===== src/hdl/rmq_pkg.sv =====
// Shared constants and types for the rotation-matrix-to-quaternion block.
package rmq_pkg;

	localparam int DATA_WIDTH_DEF = 16;
	localparam int FRAC_BITS_DEF  = 14;

	// Which component carries the square root.
	typedef enum logic [1:0] {
		AXIS_X = 2'd0,
		AXIS_Y = 2'd1,
		AXIS_Z = 2'd2,
		AXIS_W = 2'd3
	} axis_t;

	// Control word that travels with each transaction down the cell chain.
	typedef struct packed {
		logic       ok;
		axis_t      best;
		logic [2:0] neg;
	} ctl_t;

endpackage


===== src/hdl/rmq_div_cell.sv =====
// Divider cell: one quotient bit for each of three restoring-division lanes.
module rmq_div_cell #(
	parameter int SQ = 16,
	parameter int NW = 31
) (
	input  logic clk,
	input  logic arst_n,
	input  logic in_valid,
	output logic in_ready,
	input  rmq_pkg::ctl_t in_ctl,
	input  logic [SQ-1:0] in_root,
	input  logic [2:0][NW-1:0] in_nq,
	input  logic [2:0][SQ+1:0] in_rem,
	output logic out_valid,
	input  logic out_ready,
	output rmq_pkg::ctl_t out_ctl,
	output logic [SQ-1:0] out_root,
	output logic [2:0][NW-1:0] out_nq,
	output logic [2:0][SQ+1:0] out_rem
);
	localparam int DW = SQ + 2;

	logic [DW:0] dvs;
	logic [DW:0] rem_sh [3];
	logic [2:0][NW-1:0] nq_n;
	logic [2:0][DW-1:0] rem_n;
	logic valid_q;

	// numerator bits leave at the top while quotient bits enter at the bottom
	always_comb begin
		dvs = (DW+1)'({in_root, 2'b00});
		for (int i = 0; i < 3; i++) begin
			rem_sh[i] = {in_rem[i], in_nq[i][NW-1]};
			if (rem_sh[i] >= dvs) begin
				rem_n[i] = DW'(rem_sh[i] - dvs);
				nq_n[i] = {in_nq[i][NW-2:0], 1'b1};
			end else begin
				rem_n[i] = rem_sh[i][DW-1:0];
				nq_n[i] = {in_nq[i][NW-2:0], 1'b0};
			end
		end
	end

	assign in_ready = !valid_q || out_ready;
	assign out_valid = valid_q;

	always_ff @(posedge clk or negedge arst_n) begin
		if (!arst_n) begin
			valid_q <= 1'b0;
		end else if (in_ready) begin
			valid_q <= in_valid;
		end
	end

	always_ff @(posedge clk) begin
		if (in_ready) begin
			out_ctl  <= in_ctl;
			out_root <= in_root;
			out_nq   <= nq_n;
			out_rem  <= rem_n;
		end
	end
endmodule


===== config.mk =====
export PLATFORM = sky130hd
export DESIGN_NAME = rmq_div_cell
export DESIGN_NICKNAME = d
export VERILOG_FILES = /design/src/hdl/rmq_pkg.sv /design/src/hdl/rmq_div_cell.sv
export SDC_FILE = /design/constraint.sdc
export NUM_CORES = 1
export LEC_CHECK = 0
export BUFFER_PORTS_ARGS = -buffer_cell sky130_fd_sc_hd__buf_4
export CORE_MARGIN = 5
export CORE_UTILIZATION = 40
export DETAILED_ROUTE_END_ITERATION = 6
export PLACE_DENSITY = 0.72
export SLEW_MARGIN = 20
export SYNTH_ARGS = -nofsm -noshare
export SYNTH_HDL_FRONTEND = slang
export SYNTH_SLANG_ARGS = --single-unit

===== constraint.sdc =====
create_clock -name clk -period 11.77 [get_ports clk]
set_input_delay 1.177 -clock clk [delete_from_list [all_inputs] [get_ports clk]]
set_output_delay 1.177 -clock clk [all_outputs]
set_load 0.1 [all_outputs]

# After elaboration in Yosys (flattened, before gate mapping)
# Cells that the tools add are included.
[classes]
add_sub_neg = 3
multipliers = 0
div_mod_pow = 0
magnitude_cmp = 3
eq_ne = 0
shifts = 0
mux = 6
n_bitwise = 0
n_reduce_logical = 2
[ops]
columns = ["operator", "n"]
rows = [
  ["$ge A19 B18 Y1", 3],
  ["$mux W18", 3],
  ["$sub A18 B18 Y18", 3],
  ["$mux W1", 3],
  ["$logic_not A1 Y1", 1],
  ["$logic_or A1 B1 Y1", 1],
]
[totals]
ff_bits = 170
latch_bits = 0
ram_bits = 0
romBits = 0
inputBits = 173
out_inout_bits = 171
wordCells = 25
memories = 0

# Logic depth before layout (Yosys ltp)
[logic_depth]
word_depth = 2
depth_mapped = 11
ltp_nobuf = 10

# Worst setup path before layout
# Ideal clock, no wire load.
[synth_timing]
kind = "input-to-output"
from = "input out_ready"
to = "output in_ready"
arrival_time_ns = 5.954
required_ns = 10.593
path_slack_ns = 4.639
path_stages = 1
path_buffers = 0
cell_sequence = "nand2b_1"
[synth_between]
elab_chain_len = 1
[synth_lines]
columns = ["element", "line_no", "text"]
rows = [
  ["from (decl)", "rmq_div_cell.sv:15", "input logic out_ready,"],
  ["$logic_or A1 B1 Y1", "rmq_div_cell.sv:44", "assign in_ready = !valid_q || out_ready;"],
  ["to (decl)", "rmq_div_cell.sv:9", "output logic in_ready,"],
]
# No other way between the ends.

==> results.cfg <==
[floorplan]
core_area_sq_mm = 0.0201
fp-row-count = 52
dieArea_sq_mm = 0.0233
die_x_um = 153
die_h_um = 153
io_pins = 344
initial_core_util_pct = 40.5

[detailed_routing]
drtIter0Drc = 373
ant_nets = 0
dr.pass1.iters = 5
wl_per_cell_um = 21.3
route.vias.total = 6253
wl_um = 26000
drc = 0
vias_per_cell = 5.10

[worst_setup_path]
worst_setup_path_end_kind = register
reg2reg_from = out_valid
critical_path_class = in2reg
startpoint = in_root[1]
startpoint_type = primary input
reg2reg_to = out_rem[43]
required_ns = 11.93
r2r_cells = 2
worst-r2r-setup-slack_ns = 9.68
worstPathArrival_ns = 3.71
crit_fanout = 25

[sta]
setup_viol = 0
hold_violations = 0
skew_ns = 0.00945
slew_violations = 0
slew_headroom_pct = 37.9
max_clock_freq_mhz = 282
fin_crit_sh_pct = 30.2
rsz0062_at_grt = false
worst_slew_pin_slew_ns = 0.931
setup_tns_ns = 0
period_minus_slack_ns = 3.55

[power_and_ir_drop]
power_density_mw_per_mm2 = 181
leakage_nw = 5.04
fin_total_pwr_mw = 2.10
peakVddDrop_uv = 106

[status]
outcome = complete, no violations

[clock_tree]
worstSkewPairLatency_ns = 0.43
hold_buffers = 0
cts.clk_slew.worst_paths_ns = 0.07
htree_levels = 4
cts_tree = yes
postCtsSetupRepairBufs = 0
cts_inserted_buffers = 17
clk_path_buf_depth = 2
cts_resized = 0
cts.sinks = 170
cts_root_buf = clkbuf_16

[placed_design]
gp_congestion = 0.871
dpl.hpwl_um = 20800
portBuffers = 343

[finish]
multi_input_area_sq_mm = 0.00288
final_util_pct = 57.8
drive_above_1_share_pct = 43.8
final_cell_mix = buf_4 (346), edfxtp_1 (169), ha_1 (48), nand2_1 (37), nor2_1 (31)
area_growth_pct = 42.7
regArea_sq_mm = 0.00510
final_common_cell = buf_4
num-nets-final = 1167
n_antenna_cell = 0
fill_cells = 1652

[yosys]
synthFlopType = edfxtp_1
synth-edff-count = 169
yosys.cell_types.count = 65
avgSynthCellArea_sq_um = 13.9
syn_nets = 810
ys_async_sr_fraction_pct = 0.588
yosysSeqAreaShare_pct = 62.7
synthesis.area_sq_mm = 0.00814
yosys_warnings = 0
ys_ff_latch = 170
synth_cells = 586

[grt]
grt_pass1_vias = 6166
grt_usage_pct = 21.7
gr-total-overflow = 0
grt_pass1_wl_um = 38200
antenna_found_initial = 2
grt_max_degree = 73

[hold_path]
hold_path.class = in2async

[run]
drv_cap = 0
state kept, by name (all words and copies together), names as in the netlist:
name	flops
out_nq	93
out_rem	54
out_root	16
out_ctl	6
out_valid	1
worst max-delay path, stage by stage:
cell and delay [ns]:
buf_4 0.13, inv_1 0.10, ha_1 0.35, nor2b_1 0.16, o31a_1 0.29, o31ai_2 0.29, a211oi_1 0.17, nor3_4 0.45
buf_4 0.42, o31ai_1 0.14
final cells by class:
type,instances,share of cell area [%]
flip-flops and latches,170,43.9
multi-input cells,376,24.8
repair buffers,346,22.4
clock buffers,17,3.66
well taps,270,2.91
clock inverters,14,1.30
inverters,32,1.03
logic make-up (layout without fill, tap and decap cells):
logic type | Yosys count | count (layout) | synth area share [%]
flops | 170 | 170 | 62.7
mux | 28 | 28 | 3.78
simple gates | 125 | 125 | 7.66
compound gates | 143 | 143 | 12.3
buf+inv | 40 | 409 | 2.31
fa+ha+maj | 51 | 51 | 8.12
xor+xnor | 29 | 29 | 3.12
synth_stat cells (all sizes together) (3+ instances only):
library cell	count	share of area (%)
a211oi	3	0.28
a21boi	6	0.69
a21o	12	1.1
a21oi	29	1.8
a31o	3	0.32
a31oi	6	0.46
and3	3	0.23
buf	6	0.74
edfxtp	169	62
fa	3	0.74
ha	48	7.4
inv	32	1.5
mux2	22	3.0
mux2i	6	0.74
nand2	45	2.3
nand2b	6	0.46
nand3	10	0.68
nand4	4	0.31
nor2	31	1.4
nor2b	10	0.77
nor3	5	0.37
o211ai	6	0.55
o21a	10	0.92
o21ai	40	3.2
o21bai	4	0.42
o311ai	3	0.32
o31a	5	0.54
o31ai	6	0.68
or4	3	0.28
xnor2	17	1.8
xor2	12	1.3
how the worst max path moves through the flow:
stage	end	slack, ns
after floorplan	in_ready	4.64
after global placement	out_rem[50]	7.64
after detailed placement	out_rem[50]	7.58
after CTS	out_rem[50]	8.04
after global routing	out_rem[17]	8.02
final	out_rem[13]	8.22
report_power, final:
group          total [mW]  leakage (nW)  switching [mW]  internal (mW)
Sequential          0.760          1.71          0.0173          0.742
Combinational       0.785          3.05           0.598          0.187
Clock               0.555         0.282           0.271          0.284
Total                2.10          5.04           0.886           1.21
routing by layer:
layer | track usage [%] | wire, um | vias up
li1 | - | - | 2958
met1 | 25.5 | 10100 | 2987
met2 | 38.2 | 13200 | 273
met3 | 7.19 | 2250 | 31
met4 | 5.77 | 473 | 4
met5 | 0 | 27 | -
through the flow:
| step | std cells | hold slack [ns] | setup slack [ns] | cell area [sq um] |
|---|---|---|---|---|
| 2_1_floorplan | 586 | 0.881 | 4.64 | 8140 |
| 3_3_place_gp | 1194 | 0.952 | 7.64 | 11000 |
| 3_5_place_dp | 1194 | 0.954 | 7.58 | 11000 |
| 4_1_cts | 1225 | 0.492 | 8.04 | 11600 |
| 5_1_grt | 1225 | 0.494 | 8.02 | 11600 |
| 6_report | 1225 | 0.515 | 8.22 | 11600 |
(Power assumes the default switching activity.)
