## config.mk

```make
export PLATFORM = sky130hd
export DESIGN_NAME = rmq_sqrt_cell
export DESIGN_NICKNAME = d
export VERILOG_FILES = /design/src/hdl/rmq_pkg.sv /design/src/hdl/rmq_sqrt_cell.sv
export SDC_FILE = /design/constraint.sdc
export NUM_CORES = 1
export LEC_CHECK = 0
export BUFFER_PORTS_ARGS = -buffer_cell sky130_fd_sc_hd__buf_2
export CORE_MARGIN = 3
export CORE_UTILIZATION = 41
export CTS_CLUSTER_DIAMETER = 150
export DETAILED_ROUTE_END_ITERATION = 8
export GPL_ROUTABILITY_DRIVEN = 0
export PLACE_DENSITY = 0.76
export SYNTH_ARGS = -nofsm -noshare
export SYNTH_HDL_FRONTEND = slang
export SYNTH_SLANG_ARGS = --single-unit
```

## constraint.sdc

```tcl
create_clock -name clk -period 3.7 [get_ports clk]
set_input_delay 0.185 -clock clk [delete_from_list [all_inputs] [get_ports clk]]
set_output_delay 0.185 -clock clk [all_outputs]
set_load 0.02 [all_outputs]
```

## src/hdl/rmq_pkg.sv

```systemverilog
// Shared constants and types for the rotation-matrix-to-quaternion block.
package rmq_pkg;

	localparam int DATA_WIDTH_DEF = 16;
	localparam int FRAC_BITS_DEF  = 14;

	// Which component carries the square root.
	typedef enum logic [1:0] {
		AXIS_X = 2'd0,
		AXIS_Y = 2'd1,
		AXIS_Z = 2'd2,
		AXIS_W = 2'd3
	} axis_t;

	// Control word that travels with each transaction down the cell chain.
	typedef struct packed {
		logic       ok;
		axis_t      best;
		logic [2:0] neg;
	} ctl_t;

endpackage

```

## src/hdl/rmq_sqrt_cell.sv

```systemverilog
// Square-root cell: one result bit of the restoring integer square root.
module rmq_sqrt_cell #(
	parameter int SQ = 16,
	parameter int PW = 51
) (
	input  logic clk,
	input  logic arst_n,
	input  logic in_valid,
	output logic in_ready,
	input  rmq_pkg::ctl_t in_ctl,
	input  logic [PW-1:0] in_pay,
	input  logic [2*SQ-1:0] in_nr,
	input  logic [SQ-1:0] in_root,
	input  logic [SQ+1:0] in_rem,
	output logic out_valid,
	input  logic out_ready,
	output rmq_pkg::ctl_t out_ctl,
	output logic [PW-1:0] out_pay,
	output logic [2*SQ-1:0] out_nr,
	output logic [SQ-1:0] out_root,
	output logic [SQ+1:0] out_rem
);
	localparam int RW = SQ + 2;

	logic [RW+1:0] rem_sh, trial;
	logic [SQ-1:0] root_n;
	logic [RW-1:0] rem_n;
	logic valid_q;

	always_comb begin
		rem_sh = {in_rem, in_nr[2*SQ-1 -: 2]};
		trial = (RW+2)'({in_root, 2'b01});
		if (rem_sh >= trial) begin
			rem_n = RW'(rem_sh - trial);
			root_n = {in_root[SQ-2:0], 1'b1};
		end else begin
			rem_n = rem_sh[RW-1:0];
			root_n = {in_root[SQ-2:0], 1'b0};
		end
	end

	assign in_ready = !valid_q || out_ready;
	assign out_valid = valid_q;

	always_ff @(posedge clk or negedge arst_n) begin
		if (!arst_n) begin
			valid_q <= 1'b0;
		end else if (in_ready) begin
			valid_q <= in_valid;
		end
	end

	always_ff @(posedge clk) begin
		if (in_ready) begin
			out_ctl  <= in_ctl;
			out_pay  <= in_pay;
			out_nr   <= in_nr << 2;
			out_root <= root_n;
			out_rem  <= rem_n;
		end
	end
endmodule

```

---- Word-level counts from Yosys, hierarchy flattened ----
Cells that the tools add are included.
operators by class
  add/sub/neg operators ................... 1
  $mul .................................... 0
  div/mod/pow operators ................... 0
  order comparisons ....................... 1
  equal/unequal tests ..................... 0
  shift operators ......................... 0
  multiplexer cells ....................... 2
  bitwise operators ....................... 0
  reduce and logical (&&, ||, !) cells .... 2
operators with widths
  operator                                                        number
  20-bit by 18-bit greater-or-equal comparator with 1-bit output  1
  18-bit 2-to-1 mux                                               1
  18-bit subtractor                                               1
  1-bit zero test                                                 1
  1-bit logical OR                                                1
  1-bit 2-to-1 mux                                                1
storage, ports and cells
  flip-flop bits (word level) ............. 122
  bits in latches ......................... 0
  bits in writable memories ............... 0
  ROM bits ................................ 0
  bits of input ports ..................... 127
  output and inout bits ................... 125
  word-level logic and storage cells ...... 14
  memories ................................ 0

---- Logic depth before layout (Yosys ltp) ----
  word-level depth ........................ 2
  depth in mapped cells ................... 10

---- Worst setup path before layout ----
OpenSTA, ideal clock, no wires.
  path type ............................... register -> register
  start ................................... reg valid_q, in the netlist out_valid
  end ..................................... reg out_ctl[0] (netlist bit) (enable)
  data arrival time ....................... 3386 ps
  required time ........................... 3191 ps
  path slack .............................. -196 ps
  stages on the path, launching flop included .. 2
  buffers on the path ..................... 0
  clock period less this slack ............ 3896 ps
  cell sequence ........................... dfrtp_1 nand2b_1
on the way
  cells in the longest elaborated chain, start to end .. 2
ends and longest elaborated chain
  what                    line                 source
  start, declared         rmq_sqrt_cell.sv:28  logic valid_q;
  start signal, assigned  rmq_sqrt_cell.sv:49  valid_q <= in_valid;
  1-bit zero test         rmq_sqrt_cell.sv:42  assign in_ready = !valid_q || out_ready;
  1-bit logical OR        rmq_sqrt_cell.sv:42
  net in_ready            rmq_sqrt_cell.sv:9   output logic in_ready,
  end signal, assigned    rmq_sqrt_cell.sv:55  out_ctl <= in_ctl;
  end, declared           rmq_sqrt_cell.sv:17  output rmq_pkg::ctl_t out_ctl,
The timed path passes the listed nets, and every way through them passes these cells.
A chain may end at the register's enable or synchronous reset.

---- Final worst setup path ----
  start ................................... in in_root[7]
  end ..................................... reg out_rem[11], data pin
on the way
  cells in the longest elaborated chain, start to end .. 2
ends and longest elaborated chain
  what                                                                                                        line                                      source
  start, declared                                                                                             rmq_sqrt_cell.sv:13                       input logic [SQ-1:0] in_root,
  18-bit subtractor / 20-bit by 18-bit greater-or-equal comparator with 1-bit output (equally long branches)  rmq_sqrt_cell.sv:34, rmq_sqrt_cell.sv:33
  18-bit 2-to-1 mux *                                                                                         rmq_sqrt_cell.sv:33                       if (rem_sh >= trial) begin
  net rem_n[11]                                                                                               rmq_sqrt_cell.sv:27                       logic [RW-1:0] rem_n;
  end signal, assigned                                                                                        rmq_sqrt_cell.sv:59                       out_rem <= rem_n;
  end, declared                                                                                               rmq_sqrt_cell.sv:21                       output logic [SQ+1:0] out_rem
Mark *: on every way through the listed nets, which the timed path passes. The rest lies on a longest branch.

==> results.md <==
Routing:
- After detailed routing, the average wire length per cell comes to 19.8 µm.
- The detailed router finished its first iteration with 335 violations.
- The residual DRC count is 0.
- The number of vias per cell is 4.94.
- The final layout contains routed wiring with a total length of 16,200 µm.
- The via count is 4,035.
- The number of iterations in the first detailed-routing pass is 4.
- In this run the remaining antenna-violating nets after routing total 0.

Setup path:
- The slowest stage of the critical path is the sky130_fd_sc_hd__a21oi_4 cell.
- The critical path's top delay family is compound AO/OA/AOI/OAI gates.
- The top fanout value on the critical path is 19.
- The endpoint arrival time on the critical path is 3.10 ns.
- STA classifies the critical path startpoint as a primary input.
- The critical path contains buffers and inverters numbering 3 combined.
- The worst setup path is of the in2reg kind.
- The largest stage delay on the critical path is 0.61 ns.
- The data required time of the critical path is 3.85 ns.
- The endpoint kind of the worst setup timing path is a flop.
- The signal on the critical path passes through dlygate4sd3_1 -> buf_2 -> inv_1 -> ha_1 -> a21oi_4 -> o22ai_2 -> a211oi_2 -> o21ai_2 -> a21oi_4 -> mux2_2.
- The cell that appears most often on the critical path is sky130_fd_sc_hd__a21oi_4.

Timing:
- The number of failing hold endpoints at the final stage is 0.
- The final worst-path cycle share is 0.796.
- Setup violations remaining at the end of the flow were counted as 0.
- Subtracting the final worst setup slack from the clock period gives 2.94 ns.
- On the final layout, the worst clock skew is 0.00832 ns.
- The max-slew violation count is 0.
- The headroom to the max-slew limit is 0.501.
- Setup repair after global routing left no endpoint under its margin.
- In the final timing run, aggregate negative setup slack is 0 ns.
- After layout, the worst setup slack is 0.756 ns.
- For the pin with the worst max-slew slack, the measured transition is 0.748 ns.
- Timing would allow up to 340 MHz.

Layout:
- The register cell area after layout is 0.00366 mm².
- In the layout the commonest cells are sky130_fd_sc_hd__buf_2 (249), sky130_fd_sc_hd__edfxtp_1 (121), sky130_fd_sc_hd__dlygate4sd3_1 (104).
- The layout filler cell count is 762.
- The area added between synthesis and finish is 61.6%.
- The post-layout utilization of the core is 0.689.
- The total number of nets in the final design is 805.
- The share of final-layout standard cells stronger than drive strength 1 is 0.454.
- The area of the multi-input gates is 0.00114 mm².
- The most common cell after layout, fill and taps aside is sky130_fd_sc_hd__buf_2.
- The finished layout holds 816 standard cells, fillers aside.

Floorplanning:
- The area enclosed by the die boundary is 0.0134 mm².
- The initial utilization of the core area, before any placement, comes to 0.426.
- The overall die height is 116 µm.
- The core region is 0.0116 mm².
- The placement row count is 39.
- For this design the top-level I/O count stands at 252.
- In this run the horizontal extent of the chip is 116 µm.

Clock network:
- Post-CTS repair changed the size of 0 cells.
- The maximum number of buffers from clock root to sink is 2.
- The total CTS buffers is 17.
- The clock tree synthesis step divided the H-tree into 4 levels.
- In this run the clock root is driven by a sky130_fd_sc_hd__clkbuf_16.
- Clock-pin slew was measured on the worst setup and hold paths at 0.06 ns.
- The later pin in the worst-skew pair is clocked with a latency of 0.41 ns.
- TritonCTS built the clock tree.
- The TritonCTS sink count is 122.

Yosys:
- Synthesis handed over a netlist of 292 instances.
- The synthesized flop and latch total is 122.
- The mean area per synthesized cell is 16.9 µm².
- The share of synthesized area in the top cell type comes to 0.737.
- Ranked by total cell area, the synthesized netlist is headed by sky130_fd_sc_hd__edfxtp_1 (74%), sky130_fd_sc_hd__ha_1 (4.6%), sky130_fd_sc_hd__mux2_2 (2.1%).
- In this run, distinct cell masters in the synthesized netlist total 48.
- The leading area contributor after synthesis is sky130_fd_sc_hd__edfxtp_1.
- Counting flops with a built-in enable in the synthesized netlist gives 121.
- For this run, the number of Yosys warnings is 0.
- Summing every instance area after synthesis gives 0.00493 mm².
- The share of synthesized registers carrying an async set or reset is 0.00820.
- The sequential fraction of the synthesis area is 0.742.
- In the synthesized netlist the dominant register cell turns out to be sky130_fd_sc_hd__edfxtp_1.

Place:
- The placed wire-length estimate after detailed placement is 9760 µm.
- Buffers placed on the I/O ports in this run total 249.
- Once placement completed, the tool counted placed cells totaling 680.
- The worst-case setup slack after placement is 0.881 ns.

Global routing:
- After global routing the overflow that remains totals 0.
- The first global-routing pass estimated 22,900 µm of wire.
- The pin count of the biggest net entering global routing is 81.
- The number of global-route vias before repair is 4,086.
- The combined global-route utilization of all metal layers is 0.235.
- The initial antenna violation count came to 2.

Min path:
- The class of the most critical hold timing path is in2reg.

Power:
- Total power for the finished layout comes to 4.11 mW.
- Power spread over the standard cell area amounts to 515 mW/mm².
- The leakage power summed over all cells is 3.50 nW.
- The peak ir drop on the vdd network is 0.250 mV.

Status:
- The flow ran to the end, and the final reports show no timing, DRC or antenna violations.

Job:
- The number of maximum-capacitance constraint violations is 0.
## cell type report
type | count | area share
inverters | 24 | 0.0113
well taps | 143 | 0.0224
clock buffers | 17 | 0.0534
diodes | 1 | 0.000314
repair buffers | 354 | 0.289
flip-flops and latches | 122 | 0.459
clock inverters | 14 | 0.0215
multi-input cells | 141 | 0.143
## state kept, by name, summed over array words and instances (netlist names)
| name | count |
|---|---|
| out_ctl | 6 |
| out_rem | 18 |
| out_root | 16 |
| out_pay | 51 |
| out_valid | 1 |
| out_nr | 30 |
## cells in the mapped netlist, types with 3 or more instances
cell type / number
sky130_fd_sc_hd__nand4_1: 3
sky130_fd_sc_hd__a21oi_1: 12
sky130_fd_sc_hd__ha_1: 18
sky130_fd_sc_hd__xor2_1: 4
sky130_fd_sc_hd__mux2_2: 9
sky130_fd_sc_hd__o21a_1: 3
sky130_fd_sc_hd__o31ai_1: 3
sky130_fd_sc_hd__nor2_1: 9
sky130_fd_sc_hd__mux2_4: 4
sky130_fd_sc_hd__inv_1: 24
sky130_fd_sc_hd__mux2i_1: 4
sky130_fd_sc_hd__o21ai_0: 4
sky130_fd_sc_hd__o211ai_1: 3
sky130_fd_sc_hd__edfxtp_1: 121
sky130_fd_sc_hd__nand2b_1: 5
sky130_fd_sc_hd__xnor2_1: 10
sky130_fd_sc_hd__nand3_1: 3
sky130_fd_sc_hd__nand2_1: 15
## through the flow
| stage | instance area [µm²] | hold WS (ns) |
|---|---|---|
| final | 7970 | 0.102 |
| after floorplan | 4940 | -0.111 |
| after CTS | 7970 | 0.0723 |
| after global placement | 6330 | -0.0398 |
| after detailed placement | 6330 | -0.0386 |
| after global routing | 7970 | 0.0820 |
## routing by layer
| layer | vias up | global-route usage | part of all wire |
|---|---|---|---|
| met5 | - | 0 | 0.00080 |
| met3 | 34 | 0.0705 | 0.087 |
| met4 | 2 | 0.104 | 0.030 |
| met1 | 1922 | 0.252 | 0.35 |
| li1 | 1847 | - | - |
| met2 | 230 | 0.427 | 0.53 |
## final timing paths
| path | from | endpoint | slack [ns] | depth (start not counted) |
|---|---|---|---|---|
| max in group asynchronous | arst_n | out_valid | 3.49 | 2 |
| max | in_root[7] | out_rem[11] | 0.76 | 10 |
| max reg2reg | out_valid | out_rem[6] | 1.94 | 2 |
| min in group asynchronous | arst_n | out_valid | 0.12 | 2 |
| min | in_rem[14] | out_rem[16] | 0.10 | 2 |
| min reg2reg | out_valid | out_valid | 1.01 | 2 |
## cell families (layout without fill, tap and decap cells)
kind of cell | after synthesis | in the layout | share of synthesized area
flops | 122 | 122 | 0.742
other cells | 1 | 3 | 0.000760
buf+inv | 30 | 409 | 0.0297
compound gates | 46 | 46 | 0.0728
fa+ha+maj | 18 | 18 | 0.0457
mux | 17 | 17 | 0.0408
simple gates | 44 | 44 | 0.0436
xor+xnor | 14 | 14 | 0.0249
## where the power goes
| group | leakage, nW | switching, mW | internal, mW | total (mW) |
|---|---|---|---|---|
| logic | 1.99 | 0.415 | 0.307 | 0.722 |
| registers | 1.23 | 0.0372 | 1.67 | 1.71 |
| clock network | 0.285 | 0.621 | 1.06 | 1.68 |
| total | 3.50 | 1.07 | 3.03 | 4.11 |
## repair_timing
item                                   4_1_cts  5_1_grt
setup buffers                                0        0
endpoints found under the hold margin      104        0
hold buffers                               104        0
(Power assumes the default switching activity.)
