--- config.mk ---
export PLATFORM = sky130hd
export DESIGN_NAME = rmq_back_flat
export DESIGN_NICKNAME = d
export VERILOG_FILES = /design/src/hdl/rmq_pkg.sv /design/src/hdl/rmq_if.sv /design/src/hdl/rmq_back.sv /design/src/flat_wrapper.sv
export SDC_FILE = /design/constraint.sdc
export NUM_CORES = 1
export LEC_CHECK = 0
export BUFFER_PORTS_ARGS = -buffer_cell sky130_fd_sc_hd__buf_2
export CAP_MARGIN = 20
export CORE_MARGIN = 2
export CORE_UTILIZATION = 40
export CTS_CLUSTER_SIZE = 30
export DETAILED_ROUTE_END_ITERATION = 16
export PLACE_DENSITY = 0.7
export SYNTH_ARGS = -nofsm -noshare
export SYNTH_HDL_FRONTEND = slang
export SYNTH_SLANG_ARGS = --single-unit
--- constraint.sdc ---
create_clock -name clk -period 3 [get_ports clk]
set_input_delay 0.6 -clock clk [delete_from_list [all_inputs] [get_ports clk]]
set_output_delay 0.6 -clock clk [all_outputs]
set_load 0.02 [all_outputs]
--- src/hdl/rmq_pkg.sv ---
// Shared constants and types for the rotation-matrix-to-quaternion block.
package rmq_pkg;

	localparam int DATA_WIDTH_DEF = 16;
	localparam int FRAC_BITS_DEF  = 14;

	// Which component carries the square root.
	typedef enum logic [1:0] {
		AXIS_X = 2'd0,
		AXIS_Y = 2'd1,
		AXIS_Z = 2'd2,
		AXIS_W = 2'd3
	} axis_t;

	// Control word that travels with each transaction down the cell chain.
	typedef struct packed {
		logic       ok;
		axis_t      best;
		logic [2:0] neg;
	} ctl_t;

endpackage

--- src/hdl/rmq_if.sv ---


interface rmq_out_if #(parameter int DATA_WIDTH = rmq_pkg::DATA_WIDTH_DEF);
	logic valid;
	logic ready;
	logic signed [DATA_WIDTH-1:0] quat_x, quat_y, quat_z, quat_w;
	logic ok;

	modport source (output valid, quat_x, quat_y, quat_z, quat_w, ok, input ready);
	modport sink (input valid, quat_x, quat_y, quat_z, quat_w, ok, output ready);
endinterface

--- src/hdl/rmq_back.sv ---
// Back cell: saturation, component placement and the output register.
module rmq_back #(
	parameter int DATA_WIDTH = rmq_pkg::DATA_WIDTH_DEF,
	parameter int SQ = 16,
	parameter int NW = 31
) (
	input  logic clk,
	input  logic arst_n,
	input  logic in_valid,
	output logic in_ready,
	input  rmq_pkg::ctl_t in_ctl,
	input  logic [SQ-1:0] in_root,
	input  logic [2:0][NW-1:0] in_nq,
	rmq_out_if.source out_ch
);
	localparam int XW = (NW > SQ) ? NW : SQ;
	localparam int W = DATA_WIDTH;

	logic [W-1:0] vq;
	logic [W-1:0] qv [3];
	logic [W-1:0] qx, qy, qz, qw;
	logic valid_q;

	function automatic logic [W-1:0] sat_mag(input logic [XW-1:0] mag, input logic neg);
		logic [XW-1:0] lim;
		logic [W-1:0] res;
		lim = XW'({1'b1, {(W-1){1'b0}}});
		if (neg) begin
			res = (mag >= lim) ? {1'b1, {(W-1){1'b0}}} : W'(-mag[W-1:0]);
		end else begin
			res = (mag >= lim) ? {1'b0, {(W-1){1'b1}}} : mag[W-1:0];
		end
		return res;
	endfunction

	always_comb begin
		vq = sat_mag(XW'(in_root), 1'b0);
		for (int i = 0; i < 3; i++) begin
			qv[i] = (in_root == '0) ? '0 : sat_mag(XW'(in_nq[i]), in_ctl.neg[i]);
		end
		unique case (in_ctl.best)
			rmq_pkg::AXIS_X: begin
				qx = vq; qy = qv[0]; qz = qv[1]; qw = qv[2];
			end
			rmq_pkg::AXIS_Y: begin
				qx = qv[0]; qy = vq; qz = qv[1]; qw = qv[2];
			end
			rmq_pkg::AXIS_Z: begin
				qx = qv[0]; qy = qv[1]; qz = vq; qw = qv[2];
			end
			default: begin
				qx = qv[0]; qy = qv[1]; qz = qv[2]; qw = vq;
			end
		endcase
		if (!in_ctl.ok) begin
			qx = '0; qy = '0; qz = '0; qw = '0;
		end
	end

	assign in_ready = !valid_q || out_ch.ready;
	assign out_ch.valid = valid_q;

	always_ff @(posedge clk or negedge arst_n) begin
		if (!arst_n) begin
			valid_q <= 1'b0;
		end else if (in_ready) begin
			valid_q <= in_valid;
		end
	end

	always_ff @(posedge clk) begin
		if (in_ready) begin
			out_ch.quat_x <= qx;
			out_ch.quat_y <= qy;
			out_ch.quat_z <= qz;
			out_ch.quat_w <= qw;
			out_ch.ok     <= in_ctl.ok;
		end
	end
endmodule

--- src/flat_wrapper.sv ---
// flat-port wrapper written by rule: the top's interface ports become plain ports
module rmq_back_flat 
#(
	parameter int DATA_WIDTH = rmq_pkg::DATA_WIDTH_DEF,
	parameter int SQ = 16,
	parameter int NW = 31
)
  (clk, arst_n, in_valid, in_ready, in_ctl, in_root, in_nq, out_ch_valid, out_ch_quat_x, out_ch_quat_y, out_ch_quat_z, out_ch_quat_w, out_ch_ok, out_ch_ready);
  rmq_out_if #(.DATA_WIDTH(DATA_WIDTH)) out_ch_i ();
  input  logic clk;
  input  logic arst_n;
  input  logic in_valid;
  output logic in_ready;
  input  rmq_pkg::ctl_t in_ctl;
  input  logic [SQ-1:0] in_root;
  input  logic [2:0][NW-1:0] in_nq;
  output wire logic [$bits(out_ch_i.valid)-1:0] out_ch_valid;
  output wire logic [$bits(out_ch_i.quat_x)-1:0] out_ch_quat_x;
  output wire logic [$bits(out_ch_i.quat_y)-1:0] out_ch_quat_y;
  output wire logic [$bits(out_ch_i.quat_z)-1:0] out_ch_quat_z;
  output wire logic [$bits(out_ch_i.quat_w)-1:0] out_ch_quat_w;
  output wire logic [$bits(out_ch_i.ok)-1:0] out_ch_ok;
  input wire logic [$bits(out_ch_i.ready)-1:0] out_ch_ready;
  assign out_ch_valid = out_ch_i.valid;
  assign out_ch_quat_x = out_ch_i.quat_x;
  assign out_ch_quat_y = out_ch_i.quat_y;
  assign out_ch_quat_z = out_ch_i.quat_z;
  assign out_ch_quat_w = out_ch_i.quat_w;
  assign out_ch_ok = out_ch_i.ok;
  assign out_ch_i.ready = out_ch_ready;
  rmq_back #(.DATA_WIDTH(DATA_WIDTH), .SQ(SQ), .NW(NW)) u_core (.clk(clk), .arst_n(arst_n), .in_valid(in_valid), .in_ready(in_ready), .in_ctl(in_ctl), .in_root(in_root), .in_nq(in_nq), .out_ch(out_ch_i));
endmodule
* Word level (Yosys, flattened, before mapping)
Cells that the tools add are included.
** Storage, ports and cells
- Flip-flop bits (word level) :: 66
** Cells by class
- Add/subtract/negate cells :: 3
- $lt $le $gt $ge :: 4
- Reduce and logical (&&, ||, !) cells :: 6
- Equality and inequality tests :: 2
- Multiplexer cells :: 17
** Operators with widths (number)
- 2-to-1 mux 16 bit :: 15
- >= comparator 31 x 16 -> 1 bit (second input constant) :: 3
- one-hot mux 16 bit (2 select lines) :: 2
- negation 16 bit :: 3
- >= comparator 16 bit (second input constant) :: 1
- zero test 16 bit :: 1
- OR reduction 3 bit :: 1
- equality test 2 x 1 -> 1 bit (second input constant) :: 1
- equality test 2 bit (second input constant) :: 1
- zero test 2 bit :: 1
- OR reduction 2 bit :: 1
- zero test 1 bit :: 1
- logical OR 1 bit :: 1

* Logic depth before layout (Yosys ltp)
- Depth in word-level cells :: 5
- Depth in mapped cells :: 8
- Gate-level depth less buffers :: 8

* Worst setup path after synthesis
Ideal clock, no wire load.
- Path type :: input to output
- Start :: input port out_ch_ready
- End :: output port in_ready
- Arrival :: 2.353 ns
- Required time :: 2.400 ns
- Buffers on the path :: 0
- Setup slack :: 0.047 ns
- Stages :: 1
- Path through :: nand2b_1
** On the way
- Longest elaborated chain between the ends :: 1
** Ends and longest elaborated chain
- from (decl) :: line flat_wrapper.sv:23 : input wire logic [$bits(out_ch_i.ready)-1:0] out_ch_ready;
- logical OR 1 bit :: line rmq_back.sv:60 : assign in_ready = !valid_q || out_ch.ready;
- to (decl) :: line flat_wrapper.sv:13 : output logic in_ready;
Every way passes these cells.

* Final worst setup path
- Start :: input port in_nq[62] in the netlist's numbering
- End :: register u_core.out_ch.quat_w[10] (data pin)
** On the way
- Longest elaborated chain between the ends :: 5
- Elaborated cells on any way between the ends :: 7
- Those cells by class :: add/sub: 1; order compare: 1; mux: 5
** Ends and longest elaborated chain
- from (decl) :: line flat_wrapper.sv:16 : input logic [2:0][NW-1:0] in_nq;
- >= comparator 31 x 16 -> 1 bit / negation 16 bit (equally long branches) :: line rmq_back.sv:29, rmq_back.sv:31
- 2-to-1 mux 16 bit (on tied branches) :: line rmq_back.sv:31, rmq_back.sv:29
- 2-to-1 mux 16 bit (*) :: line rmq_back.sv:28 : if (neg) begin
- 2-to-1 mux 16 bit (*) :: line rmq_back.sv:39 : qv[i] = (in_root == '0) ? '0 : sat_mag(XW'(in_nq[i]), in_ctl.neg[i]);
- 2-to-1 mux 16 bit (*) :: line rmq_back.sv:41 : unique case (in_ctl.best)
- to (signal assigned) :: line rmq_back.sv:76 : out_ch.quat_w <= qw;
- to (decl) :: line rmq_if.sv:9 : modport source (output valid, quat_x, quat_y, quat_z, quat_w, ok, input ready);
Every way passes the cells marked *; elsewhere a longest branch is shown, timed or not.
A chain may end at the register's enable or synchronous reset.

==> flow_summary.json <==
{
  "num_vias": 5443,
  "fin_crit_sh": 0.827,
  "cts_hold_buf": 0,
  "dieWidth_um": 113,
  "p_int_mw": 2.10,
  "grt_max_degree": 67,
  "totalWireLength_um": 17600,
  "crit_family": "simple AND/OR/NAND/NOR gates",
  "die-area_um2": 12900,
  "post_cts_buffers": 0,
  "ys_ff_latch": 66,
  "use_met1": 0.374,
  "postCtsResizedCells": 0,
  "ant_nets": 0,
  "core_um2": 11600,
  "floorplan.initialDensity": 0.414,
  "critPathRequiredTime_ns": 3.09,
  "startpoint_type": "input port",
  "drv_cap": 0,
  "ys_seq_area_frac": 0.412,
  "met2_usage": 0.415,
  "synth_cells": 560,
  "clk_latency_ns": 0.33,
  "multi_input_area_um2": 2630,
  "maxClockFrequency_ghz": 0.403,
  "busiest_layer": "met2",
  "ys.flop_type": "edfxtp_1",
  "slew_viol_final": 0,
  "cp_slowest_stage_delay_ns": 0.44,
  "crit_chain": "buf_2 > inv_1 > ha_1 > or3b_1 > nor3_1 > a21oi_1 > a221oi_1 > o22ai_1 > and2_1",
  "cp-end-kind": "flip-flop",
  "cts_tree": "done",
  "hold_ws_ns": 0.0318,
  "finalCriticalPeriod_ns": 2.48,
  "status": "complete, no violations",
  "switching_share": 0.289,
  "clkTransAtPathRegs_ns": 0.05,
  "die_height_um": 113,
  "firstDrtPassIters": 5,
  "cpMaxStageDelayCell": "a221oi_1",
  "ctsRootBufferMaster": "clkbuf_16",
  "tightestPinTransition_ns": 0.845,
  "grtUsageTotal": 0.266,
  "regArea_um2": 1980,
  "skew_ns": 0.00545,
  "clock-sinks": 66,
  "avgSynthCellArea_um2": 8.56,
  "drive_gt1_frac": 0.312,
  "area_growth_pct": 29.6,
  "routedWlPerCell_um": 19.8,
  "syn_area_um2": 4790,
  "cts_buffer_depth": 2,
  "num_rows": 39,
  "htree_levels": 3,
  "via_per_inst": 6.12,
  "synth_nets": 682,
  "clockPowerShare": 0.382,
  "ioPinCount": 186,
  "sequentialPowerShare": 0.390,
  "p_comb_frac": 0.229,
  "gp_congestion": 0.945,
  "grt_pass1_wl_um": 26500,
  "grt_antenna_before_repair": 0,
  "portBuffers": 185,
  "crit_fanout": 4,
  "ys_warn_count": 0,
  "fill_cells": 1092,
  "peakVddDrop_v": 0.000309,
  "p_sw_uw": 855,
  "grt_overflow": 0,
  "cts_buffers": 9,
  "setup_tns_ns": 0,
  "holdCritPathClass": "input port to asynchronous set/reset pin",
  "use_met3": 0.0553,
  "setup_viol": 0,
  "leakage_nw": 2.57,
  "antenna_cells": 0,
  "power.density_nw_per_um2": 476,
  "arrival_ns": 2.57,
  "drt_iter0_drc": 710,
  "synthArstFlopShare": 0.0152,
  "rsz0062_at_grt": "no",
  "hold_viol": 0,
  "post-route-drc-count": 0,
  "synth_edf_count": 65,
  "grt_pass1_vias": 4936,
  "critical_path_class": "input port to flip-flop",
  "yosysUniqueCellTypes": 65,
  "finalNetCount": 863,
  "crit_buf_inv": 2,
  "dp_hpwl_um": 13600,
  "slew_headroom": 0.437
}
cell usage in the layout, fill, tap and decap left out, types with 4 or more instances in the layout:
master	count
a21boi_0	5
a21o_1	4
a21oi_1	27
a221o_1	7
a221oi_1	8
a22oi_1	9
a31oi_1	9
and2_1	11
buf_2	185
buf_4	16
clkbuf_16	9
edfxtp_1	65
inv_1	14
nand2_1	46
nand3_1	11
nand4_1	10
nor2_1	76
nor2b_1	15
nor3_1	18
nor4_1	28
o211ai_1	6
o21ai_0	60
o221ai_1	8
o22ai_1	12
o31ai_1	8
or3_1	6
per-layer routing:
metal,up-vias,wire (µm)
li1,2555,-
met1,2537,7500
met5,-,0
met2,319,8100
met3,32,1650
met4,0,385
final cells by class:
class,count,area share
Sequential cell,66,0.318
Clock inverter,5,0.0125
Tap cell,143,0.0288
Timing Repair Buffer,201,0.168
Multi-Input combinational cell,447,0.423
Inverter,16,0.00967
Clock buffer,11,0.0391
flip-flops by register name, summed over array words and instances, names as in the netlist:
| signal | cells |
|---|---|
| u_core.out_ch.quat_w | 16 |
| u_core.out_ch.quat_x | 16 |
| u_core.out_ch.quat_y | 16 |
| u_core.out_ch.quat_z | 16 |
| u_core.out_ch.ok | 1 |
| u_core.out_ch.valid | 1 |
worst paths after layout:
check,depth (start not counted),slack [ns],to,start
max,9,0.52,u_core.out_ch.quat_w[10],in_nq[62]
min,1,0.03,u_core.out_ch.valid,arst_n
max reg2reg,2,1.47,u_core.out_ch.quat_z[15],u_core.out_ch.valid
min reg2reg,3,1.02,u_core.out_ch.valid,u_core.out_ch.valid
max in group asynchronous,1,2.89,u_core.out_ch.valid,arst_n
min in group clk,2,0.46,u_core.out_ch.valid,in_valid
cells in the mapped netlist, drive strengths merged (4+ instances only):
cell / count / area [µm²]
a21boi: 5 / 37.5
a21o: 4 / 30.0
a21oi: 28 / 144
a221o: 8 / 81.3
a221oi: 8 / 70.1
a22oi: 9 / 67.6
a31oi: 9 / 56.3
and2: 11 / 68.8
buf: 7 / 40.0
clkbuf: 24 / 90.1
edfxtp: 65 / 1950
inv: 14 / 52.6
nand2: 46 / 173
nand3: 11 / 55.1
nand4: 10 / 62.6
nor2: 76 / 285
nor2b: 15 / 93.8
nor3: 18 / 90.1
nor3b: 4 / 40.0
nor4: 32 / 234
o211ai: 6 / 45.0
o21ai: 63 / 319
o221ai: 8 / 70.1
o22ai: 12 / 75.1
o31ai: 8 / 60.1
or3: 7 / 45.1
per-stage QoR:
stage | util | total power [mW] | setup slack, ns | cell area [µm²] | std cells
global placement | 0.509 | 1.83 | 0.225 | 5890 | 873
CTS | 0.537 | 2.96 | 0.538 | 6210 | 889
detailed placement | 0.509 | 1.84 | 0.194 | 5890 | 873
finish | 0.537 | 2.96 | 0.519 | 6210 | 889
global route | 0.537 | 3.06 | 0.288 | 6210 | 889
floorplan | - | 1.53 | 0.0465 | 4790 | 560
cells by family after synthesis:
logic type / Yosys count / synth area share
buf+inv: 47 / 0.0397
fa+ha+maj: 3 / 0.00783
mux: 3 / 0.00626
flops: 66 / 0.412
simple gates: 249 / 0.270
compound gates: 192 / 0.263
power groups by stage:
stage / registers [mW] / clock network, mW / logic (mW)
final: 1.15 / 1.13 / 0.677
after detailed placement: 1.17 / 0 / 0.666
after global placement: 1.17 / 0 / 0.662
after global routing: 1.16 / 1.17 / 0.727
after CTS: 1.15 / 1.13 / 0.668
after floorplan: 1.29 / 0 / 0.248
Power figures use the tool's default switching activity.
