[src/hdl/rmq_pkg.sv]
// Shared constants and types for the rotation-matrix-to-quaternion block.
package rmq_pkg;

	localparam int DATA_WIDTH_DEF = 16;
	localparam int FRAC_BITS_DEF  = 14;

	// Which component carries the square root.
	typedef enum logic [1:0] {
		AXIS_X = 2'd0,
		AXIS_Y = 2'd1,
		AXIS_Z = 2'd2,
		AXIS_W = 2'd3
	} axis_t;

	// Control word that travels with each transaction down the cell chain.
	typedef struct packed {
		logic       ok;
		axis_t      best;
		logic [2:0] neg;
	} ctl_t;

endpackage

[src/hdl/rmq_if.sv]
// Valid/ready channel interfaces for matrix input and quaternion output.
interface rmq_in_if #(parameter int DATA_WIDTH = rmq_pkg::DATA_WIDTH_DEF);
	logic valid;
	logic ready;
	logic signed [DATA_WIDTH-1:0] m11, m12, m13, m21, m22, m23, m31, m32, m33;

	modport source (output valid, m11, m12, m13, m21, m22, m23, m31, m32, m33,
		input ready);
	modport sink (input valid, m11, m12, m13, m21, m22, m23, m31, m32, m33,
		output ready);
endinterface


[src/hdl/rmq_front.sv]
// Front cell: candidates, pivot choice, off-diagonal terms, radicand.
module rmq_front #(
	parameter int DATA_WIDTH = rmq_pkg::DATA_WIDTH_DEF,
	parameter int FRAC_BITS  = rmq_pkg::FRAC_BITS_DEF
) (
	input  logic clk,
	input  logic arst_n,
	rmq_in_if.sink in_ch,
	output logic out_valid,
	input  logic out_ready,
	output rmq_pkg::ctl_t out_ctl,
	output logic [3*(DATA_WIDTH+1)-1:0] out_mag,
	output logic [2*((((DATA_WIDTH > FRAC_BITS+1) ? DATA_WIDTH : FRAC_BITS+1)
		+ FRAC_BITS + 2) / 2)-1:0] out_nr
);
	localparam int CW = ((DATA_WIDTH > FRAC_BITS+1) ? DATA_WIDTH : FRAC_BITS+1) + 3;
	localparam int SQ = (CW + FRAC_BITS - 1) / 2;
	localparam int MW = DATA_WIDTH + 1;

	logic signed [CW-1:0] one, e11, e22, e33, cx, cy, cz, cw, cbest;
	logic signed [MW-1:0] dxy, dxz, dyz, wx, wy, wz;
	logic signed [MW-1:0] d [3];
	logic [MW-1:0] mag [3];
	logic [2*SQ-1:0] cext;
	rmq_pkg::axis_t best;
	rmq_pkg::ctl_t ctl_n;
	logic valid_q;

	always_comb begin
		one = {{(CW-FRAC_BITS-1){1'b0}}, 1'b1, {FRAC_BITS{1'b0}}};
		e11 = CW'(in_ch.m11);
		e22 = CW'(in_ch.m22);
		e33 = CW'(in_ch.m33);
		cx = one + e11 - e22 - e33;
		cy = one - e11 + e22 - e33;
		cz = one - e11 - e22 + e33;
		cw = one + e11 + e22 + e33;
		// strict compares keep the earliest candidate on a tie
		best = rmq_pkg::AXIS_X;
		cbest = cx;
		if (cy > cbest) begin
			best = rmq_pkg::AXIS_Y;
			cbest = cy;
		end
		if (cz > cbest) begin
			best = rmq_pkg::AXIS_Z;
			cbest = cz;
		end
		if (cw > cbest) begin
			best = rmq_pkg::AXIS_W;
			cbest = cw;
		end
		dxy = MW'(in_ch.m12) + MW'(in_ch.m21);
		dxz = MW'(in_ch.m31) + MW'(in_ch.m13);
		dyz = MW'(in_ch.m23) + MW'(in_ch.m32);
		wx  = MW'(in_ch.m32) - MW'(in_ch.m23);
		wy  = MW'(in_ch.m13) - MW'(in_ch.m31);
		wz  = MW'(in_ch.m21) - MW'(in_ch.m12);
		unique case (best)
			rmq_pkg::AXIS_X: begin
				d[0] = dxy; d[1] = dxz; d[2] = wx;
			end
			rmq_pkg::AXIS_Y: begin
				d[0] = dxy; d[1] = dyz; d[2] = wy;
			end
			rmq_pkg::AXIS_Z: begin
				d[0] = dxz; d[1] = dyz; d[2] = wz;
			end
			default: begin
				d[0] = wx; d[1] = wy; d[2] = wz;
			end
		endcase
		for (int i = 0; i < 3; i++) begin
			ctl_n.neg[i] = d[i][MW-1];
			mag[i] = d[i][MW-1] ? MW'(-d[i]) : MW'(d[i]);
		end
		ctl_n.ok = !cbest[CW-1];
		ctl_n.best = best;
		cext = ctl_n.ok ? (2*SQ)'($unsigned(cbest)) : '0;
	end

	assign in_ch.ready = !valid_q || out_ready;
	assign out_valid = valid_q;

	always_ff @(posedge clk or negedge arst_n) begin
		if (!arst_n) begin
			valid_q <= 1'b0;
		end else if (in_ch.ready) begin
			valid_q <= in_ch.valid;
		end
	end

	always_ff @(posedge clk) begin
		if (in_ch.ready) begin
			out_ctl <= ctl_n;
			out_mag <= {mag[2], mag[1], mag[0]};
			out_nr  <= cext << (FRAC_BITS - 2);
		end
	end
endmodule

[src/flat_wrapper.sv]
// flat-port wrapper written by rule: the top's interface ports become plain ports
module rmq_front_flat 
#(
	parameter int DATA_WIDTH = rmq_pkg::DATA_WIDTH_DEF,
	parameter int FRAC_BITS  = rmq_pkg::FRAC_BITS_DEF
)
  (clk, arst_n, out_valid, out_ready, out_ctl, out_mag, out_nr, in_ch_valid, in_ch_m11, in_ch_m12, in_ch_m13, in_ch_m21, in_ch_m22, in_ch_m23, in_ch_m31, in_ch_m32, in_ch_m33, in_ch_ready);
  rmq_in_if #(.DATA_WIDTH(DATA_WIDTH)) in_ch_i ();
  input  logic clk;
  input  logic arst_n;
  output logic out_valid;
  input  logic out_ready;
  output rmq_pkg::ctl_t out_ctl;
  output logic [3*(DATA_WIDTH+1)-1:0] out_mag;
  output logic [2*((((DATA_WIDTH > FRAC_BITS+1) ? DATA_WIDTH : FRAC_BITS+1)
		+ FRAC_BITS + 2) / 2)-1:0] out_nr;
  input wire logic [$bits(in_ch_i.valid)-1:0] in_ch_valid;
  input wire logic [$bits(in_ch_i.m11)-1:0] in_ch_m11;
  input wire logic [$bits(in_ch_i.m12)-1:0] in_ch_m12;
  input wire logic [$bits(in_ch_i.m13)-1:0] in_ch_m13;
  input wire logic [$bits(in_ch_i.m21)-1:0] in_ch_m21;
  input wire logic [$bits(in_ch_i.m22)-1:0] in_ch_m22;
  input wire logic [$bits(in_ch_i.m23)-1:0] in_ch_m23;
  input wire logic [$bits(in_ch_i.m31)-1:0] in_ch_m31;
  input wire logic [$bits(in_ch_i.m32)-1:0] in_ch_m32;
  input wire logic [$bits(in_ch_i.m33)-1:0] in_ch_m33;
  output wire logic [$bits(in_ch_i.ready)-1:0] in_ch_ready;
  assign in_ch_i.valid = in_ch_valid;
  assign in_ch_i.m11 = in_ch_m11;
  assign in_ch_i.m12 = in_ch_m12;
  assign in_ch_i.m13 = in_ch_m13;
  assign in_ch_i.m21 = in_ch_m21;
  assign in_ch_i.m22 = in_ch_m22;
  assign in_ch_i.m23 = in_ch_m23;
  assign in_ch_i.m31 = in_ch_m31;
  assign in_ch_i.m32 = in_ch_m32;
  assign in_ch_i.m33 = in_ch_m33;
  assign in_ch_ready = in_ch_i.ready;
  rmq_front #(.DATA_WIDTH(DATA_WIDTH), .FRAC_BITS(FRAC_BITS)) u_core (.clk(clk), .arst_n(arst_n), .in_ch(in_ch_i), .out_valid(out_valid), .out_ready(out_ready), .out_ctl(out_ctl), .out_mag(out_mag), .out_nr(out_nr));
endmodule
[config.mk]
export PLATFORM = sky130hd
export DESIGN_NAME = rmq_front_flat
export DESIGN_NICKNAME = d
export VERILOG_FILES = /design/src/hdl/rmq_pkg.sv /design/src/hdl/rmq_if.sv /design/src/hdl/rmq_front.sv /design/src/flat_wrapper.sv
export SDC_FILE = /design/constraint.sdc
export NUM_CORES = 1
export LEC_CHECK = 0
export ABC_AREA = 1
export BUFFER_PORTS_ARGS = -buffer_cell sky130_fd_sc_hd__buf_2
export CORE_ASPECT_RATIO = 2
export CORE_MARGIN = 1
export CORE_UTILIZATION = 30
export CTS_CLUSTER_SIZE = 12
export DETAILED_ROUTE_END_ITERATION = 10
export SYNTH_ARGS = -nofsm -noshare
export SYNTH_HDL_FRONTEND = slang
export SYNTH_SLANG_ARGS = --single-unit
[constraint.sdc]
create_clock -name clk -period 4.3 [get_ports clk]
set_input_delay 0 -clock clk [delete_from_list [all_inputs] [get_ports clk]]
set_output_delay 0 -clock clk [all_outputs]
set_load 0.01 [all_outputs]
* Yosys cells after proc, flatten, opt, wreduce, memory -nomap -nowiden *
Cells that the tools add are included.

word-level totals
  input bits = 148
  bits in registers = 78
  bits in latches = 0
  memory bits (read-only) = 0
  bits in writable memories = 0
  memories kept = 0
  output and inout bits = 91
  logic and storage cells = 48

operators by class
  bitwise operators = 0
  multiplexer cells = 10
  multipliers = 0
  eq/ne operators = 2
  reductions and logical operators = 4
  shift-type cells = 0
  add/subtract/negate cells = 19
  $lt $le $gt $ge = 3
  divide/modulo/power cells = 0

operators with widths
  cell                      count
  $pmux W51 S3              1
  $gt A19 B19 Y1            3
  $mux W19                  3
  $add A16 B16 Y17          3
  $neg A17 Y17              3
  $sub A16 B16 Y17          3
  $mux W16                  3
  $add A19 B16 Y19          2
  $add A17 B16 Y18          2
  $sub A17 B16 Y18          2
  $sub A18 B16 Y19          1
  $sub A19 B16 Y19          1
  $add A16 B16 Y17 const A  1
  $sub A16 B16 Y17 const A  1
  $mux W2                   2
  $eq A2 B1 Y1 const B      1
  $eq A2 B2 Y1 const B      1
  $logic_not A1 Y1          2
  $logic_not A2 Y1          1
  $logic_or A1 B1 Y1        1
  $mux W1                   1

* Longest topological paths before layout *
  depth after elaboration = 13
  mapped depth = 95
  depth with buffers taken out = 88

* Worst setup path after synthesis *
OpenSTA, ideal clock, no wires.

  kind = in2reg
  start point = input port in_ch_m11[0]
  end point = register u_core.out_mag[14], data pin
  library setup time = 0.249 ns
  path slack = -6.706 ns
  arrival time = 10.756 ns
  buffers on the path = 8
  cell stages on the path = 75
  data required time = 4.051 ns
  path through = inv_1 > ha_1 > xnor2_1 > ha_1 > clkbuf_1 > o31ai_1 > a21oi_1 > o21bai_1 > a21oi_1 > o21bai_1 > a21oi_1 > o21bai_1 > a21oi_1 > o21bai_1 > a21oi_1 > o21ai_0 > xor2_1 > inv_1 > [... 39 more ...] > nand2_1 > a21oi_1 > o211a_1 > nor2_1 > nor2_1 > nand2_1 > buf_2 > clkbuf_1 > o211ai_1 > ha_1 > inv_1 > nor2_1 > and2b_1 > nand3_1 > nand2_1 > nand3_1 > nand2_1 > inv_1

RTL lines
  item                  line                source
  start, declared       flat_wrapper.sv:18  input wire logic [$bits(in_ch_i.m11)-1:0] in_ch_m11;
  end signal, assigned  rmq_front.sv:96     out_mag <= {mag[2], mag[1], mag[0]};
  end, declared         rmq_front.sv:12     output logic [3*(DATA_WIDTH+1)-1:0] out_mag,

==> qor.yml <==
synth_common_cells: "456 x nand2_1, 433 x inv_1, 288 x ha_1"
timing_hold_violations_final: 0
vias: 18700
hold_path.class: "in2reg"
yosysUniqueCellTypes: 59
cts_buffer_depth: 2
fin_cells: 4025
fin_area_mm2: 0.0258
place_area_mm2: 0.0232
ioPinCount: 239
area_delta_synth_final_pct: 53.5
synth_most_common_cell: "nand2_1"
critPathArrivalTime_ps: 10040
coreArea_mm2: 0.0554
overflow: 0
syn_inst: 2393
crit_path_max_incr_delay_ps: 320
grt_pass1_wl_mm: 95.1
start_util_pct: 30.4
multi_input_area_mm2: 0.0138
skew_ps: 15.4
cts_made_buffers: 9
synth_edf_count: 75
grt_util_all_layers_pct: 22.0
clock_latency_ps: 370
fin_crit_ps: 9920
crit_slowest_cell: "ha_4"
drtIter0Drc: 643
required_ps: 4430
synth-async-reset-ratio_pct: 1.32
crit_path_frequent_cell: "buf_4"
nFillCells: 5540
avgViaCountPerCell: 4.66
routed_wl_mm: 63.8
dieHeight_um: 337
cp-end-kind: "flop"
place_hpwl_mm: 54.2
start_kind: "primary input"
dp_cells: 3889
slew_violations: 0
drive_gt1_share_pct: 36.9
grt_pass1_vias: 18800
drc: 0
cts_tree: "yes"
worst_pin_slew_ps: 741
antenna_found_initial: 21
status: "finished, violations left"
place.gp.congestion: 0.953
root_buffer: "clkbuf_16"
nNetsFinal: 3740
violations: "setup timing"
ys_warn_count: 0
fp-row-count: 122
drtAntennaViolNets: 0
wl_per_cell_um: 15.9
synth.top_cell.area_share_pct: 21.4
seq_area_mm2: 0.00228
ys_ff_latch: 76
period_share_pct: 231
die_w_um: 169
clock_sinks: 76
die_area_mm2: 0.0571
maxSlewHeadroom_pct: 50.6
synth_area_leaders: "ha_1 21%, edfxtp_1 13%, nand2_1 10%, inv_1 9.7%, xor2_1 9.3%"
finalSetupViolations: 75
max_clock_freq_mhz: 101
synth_top_cell_by_area: "ha_1"
synth_seq_area_share_pct: 13.5
criticalPathCategory: "in2reg"
drv_cap: 0
ys_dominant_reg_cell: "edfxtp_1"
syn_area_mm2: 0.0168
clk_pin_slew_ps: 60
grt_max_degree: 51
cts_max_level: 3
avgSynthCellArea_um2: 7.03
rsz0062_at_grt: "yes"
postLayoutSetupSlackWorst_ps: -5620
path_max_fanout: 8
dr.pass1.iters: 5
port_buffers: 224
-- state kept, by name, indices dropped and copies added, names as in the netlist --
name	count
u_core.out_nr	18
u_core.out_mag	51
u_core.out_ctl	6
u_core.out_valid	1
-- cell families after synthesis --
group | share of synthesized area [%]
simple gates | 22.9
other cells | 0.0223
buf+inv | 11.9
compound gates | 15.1
xor+xnor | 11.7
flops | 13.5
fa+ha+maj | 24.9
-- final timing paths --
check | startpoint | end | slack (ps) | cells past startpoint
worst max register to register | u_core.out_valid | u_core.out_mag[11] | 2530 | 2
worst min-delay path | in_ch_valid | u_core.out_valid | 360 | 4
worst min register to register | u_core.out_valid | u_core.out_valid | 970 | 2
max in group asynchronous | arst_n | u_core.out_valid | 3710 | 3
min in group asynchronous | arst_n | u_core.out_valid | 490 | 3
worst max-delay path | in_ch_m11[0] | u_core.out_mag[14] | -5620 | 81
-- worst max-delay path: cells and delay by family --
kind / cells / cell delay (ps)
AOI/OAI and AO/OA: 20 / 2660
xor gates and xnor gates: 3 / 430
adders and majority gates: 7 / 1820
buffers and inverters: 21 / 2250
and+or+nand+nor: 30 / 2820
-- what timing repair did --
action,in CTS,in global routing
hold endpoints to repair,2,0
setup endpoints to repair,75,75
gates resized for setup,253,97
hold buffers,3,0
gates cloned,4,1
setup buffers,102,23
pin swaps,103,94
-- layout by cell type (no fill, tap or decap), types with 8 or more instances in the layout --
| cell type | n |
|---|---|
| a211oi_2 | 8 |
| a21o_1 | 10 |
| a21oi_1 | 170 |
| a21oi_2 | 21 |
| buf_12 | 18 |
| buf_2 | 221 |
| buf_4 | 614 |
| buf_6 | 49 |
| clkbuf_16 | 9 |
| conb_1 | 14 |
| edfxtp_1 | 75 |
| fa_1 | 28 |
| ha_1 | 268 |
| ha_4 | 17 |
| inv_1 | 415 |
| inv_2 | 14 |
| nand2_1 | 411 |
| nand2_2 | 45 |
| nand2_4 | 14 |
| nand3_1 | 99 |
| nand3_2 | 23 |
| nand3_4 | 9 |
| nand4_1 | 41 |
| nor2_1 | 103 |
| nor2_2 | 25 |
| nor2_4 | 22 |
| nor3_1 | 17 |
| o211ai_1 | 8 |
| o21ai_0 | 52 |
| o21ai_1 | 22 |
| o21ai_2 | 17 |
| o21ai_4 | 8 |
| o21bai_1 | 66 |
| xnor2_1 | 44 |
| xor2_1 | 175 |
-- metrics by stage --
step | util [%] | setup TNS (ps) | hold slack [ps] | setup WS [ps]
after floorplan | - | -395590 | -296 | -5700
after global placement | 41.8 | -470110 | -226 | -6590
final | 46.6 | -401060 | 361 | -5620
after detailed placement | 41.8 | -484090 | -223 | -6810
after global routing | 46.6 | -450120 | 403 | -6280
after CTS | 45.6 | -393980 | 355 | -5480
-- routing by layer --
layer	vias up	global-route usage [%]	wire, um
li1	9535	-	-
met1	8554	18.0	20000
met2	449	48.3	37900
met3	192	2.24	1880
met4	12	12.1	3870
met5	-	0	70
-- final cells by class --
type / instances / share of cell area, %
diodes: 1 / 0.00968
inverters: 439 / 6.63
repair inverters: 2 / 0.0871
clock buffers: 9 / 0.871
well taps: 744 / 3.60
flip-flops and latches: 76 / 8.81
multi-input cells: 1835 / 53.5
repair buffers: 912 / 26.2
clock inverters: 7 / 0.320
Power is left out: the tool's default activity adds up to more than one toggle a clock period on the data nets, which glitch-free logic cannot reach.
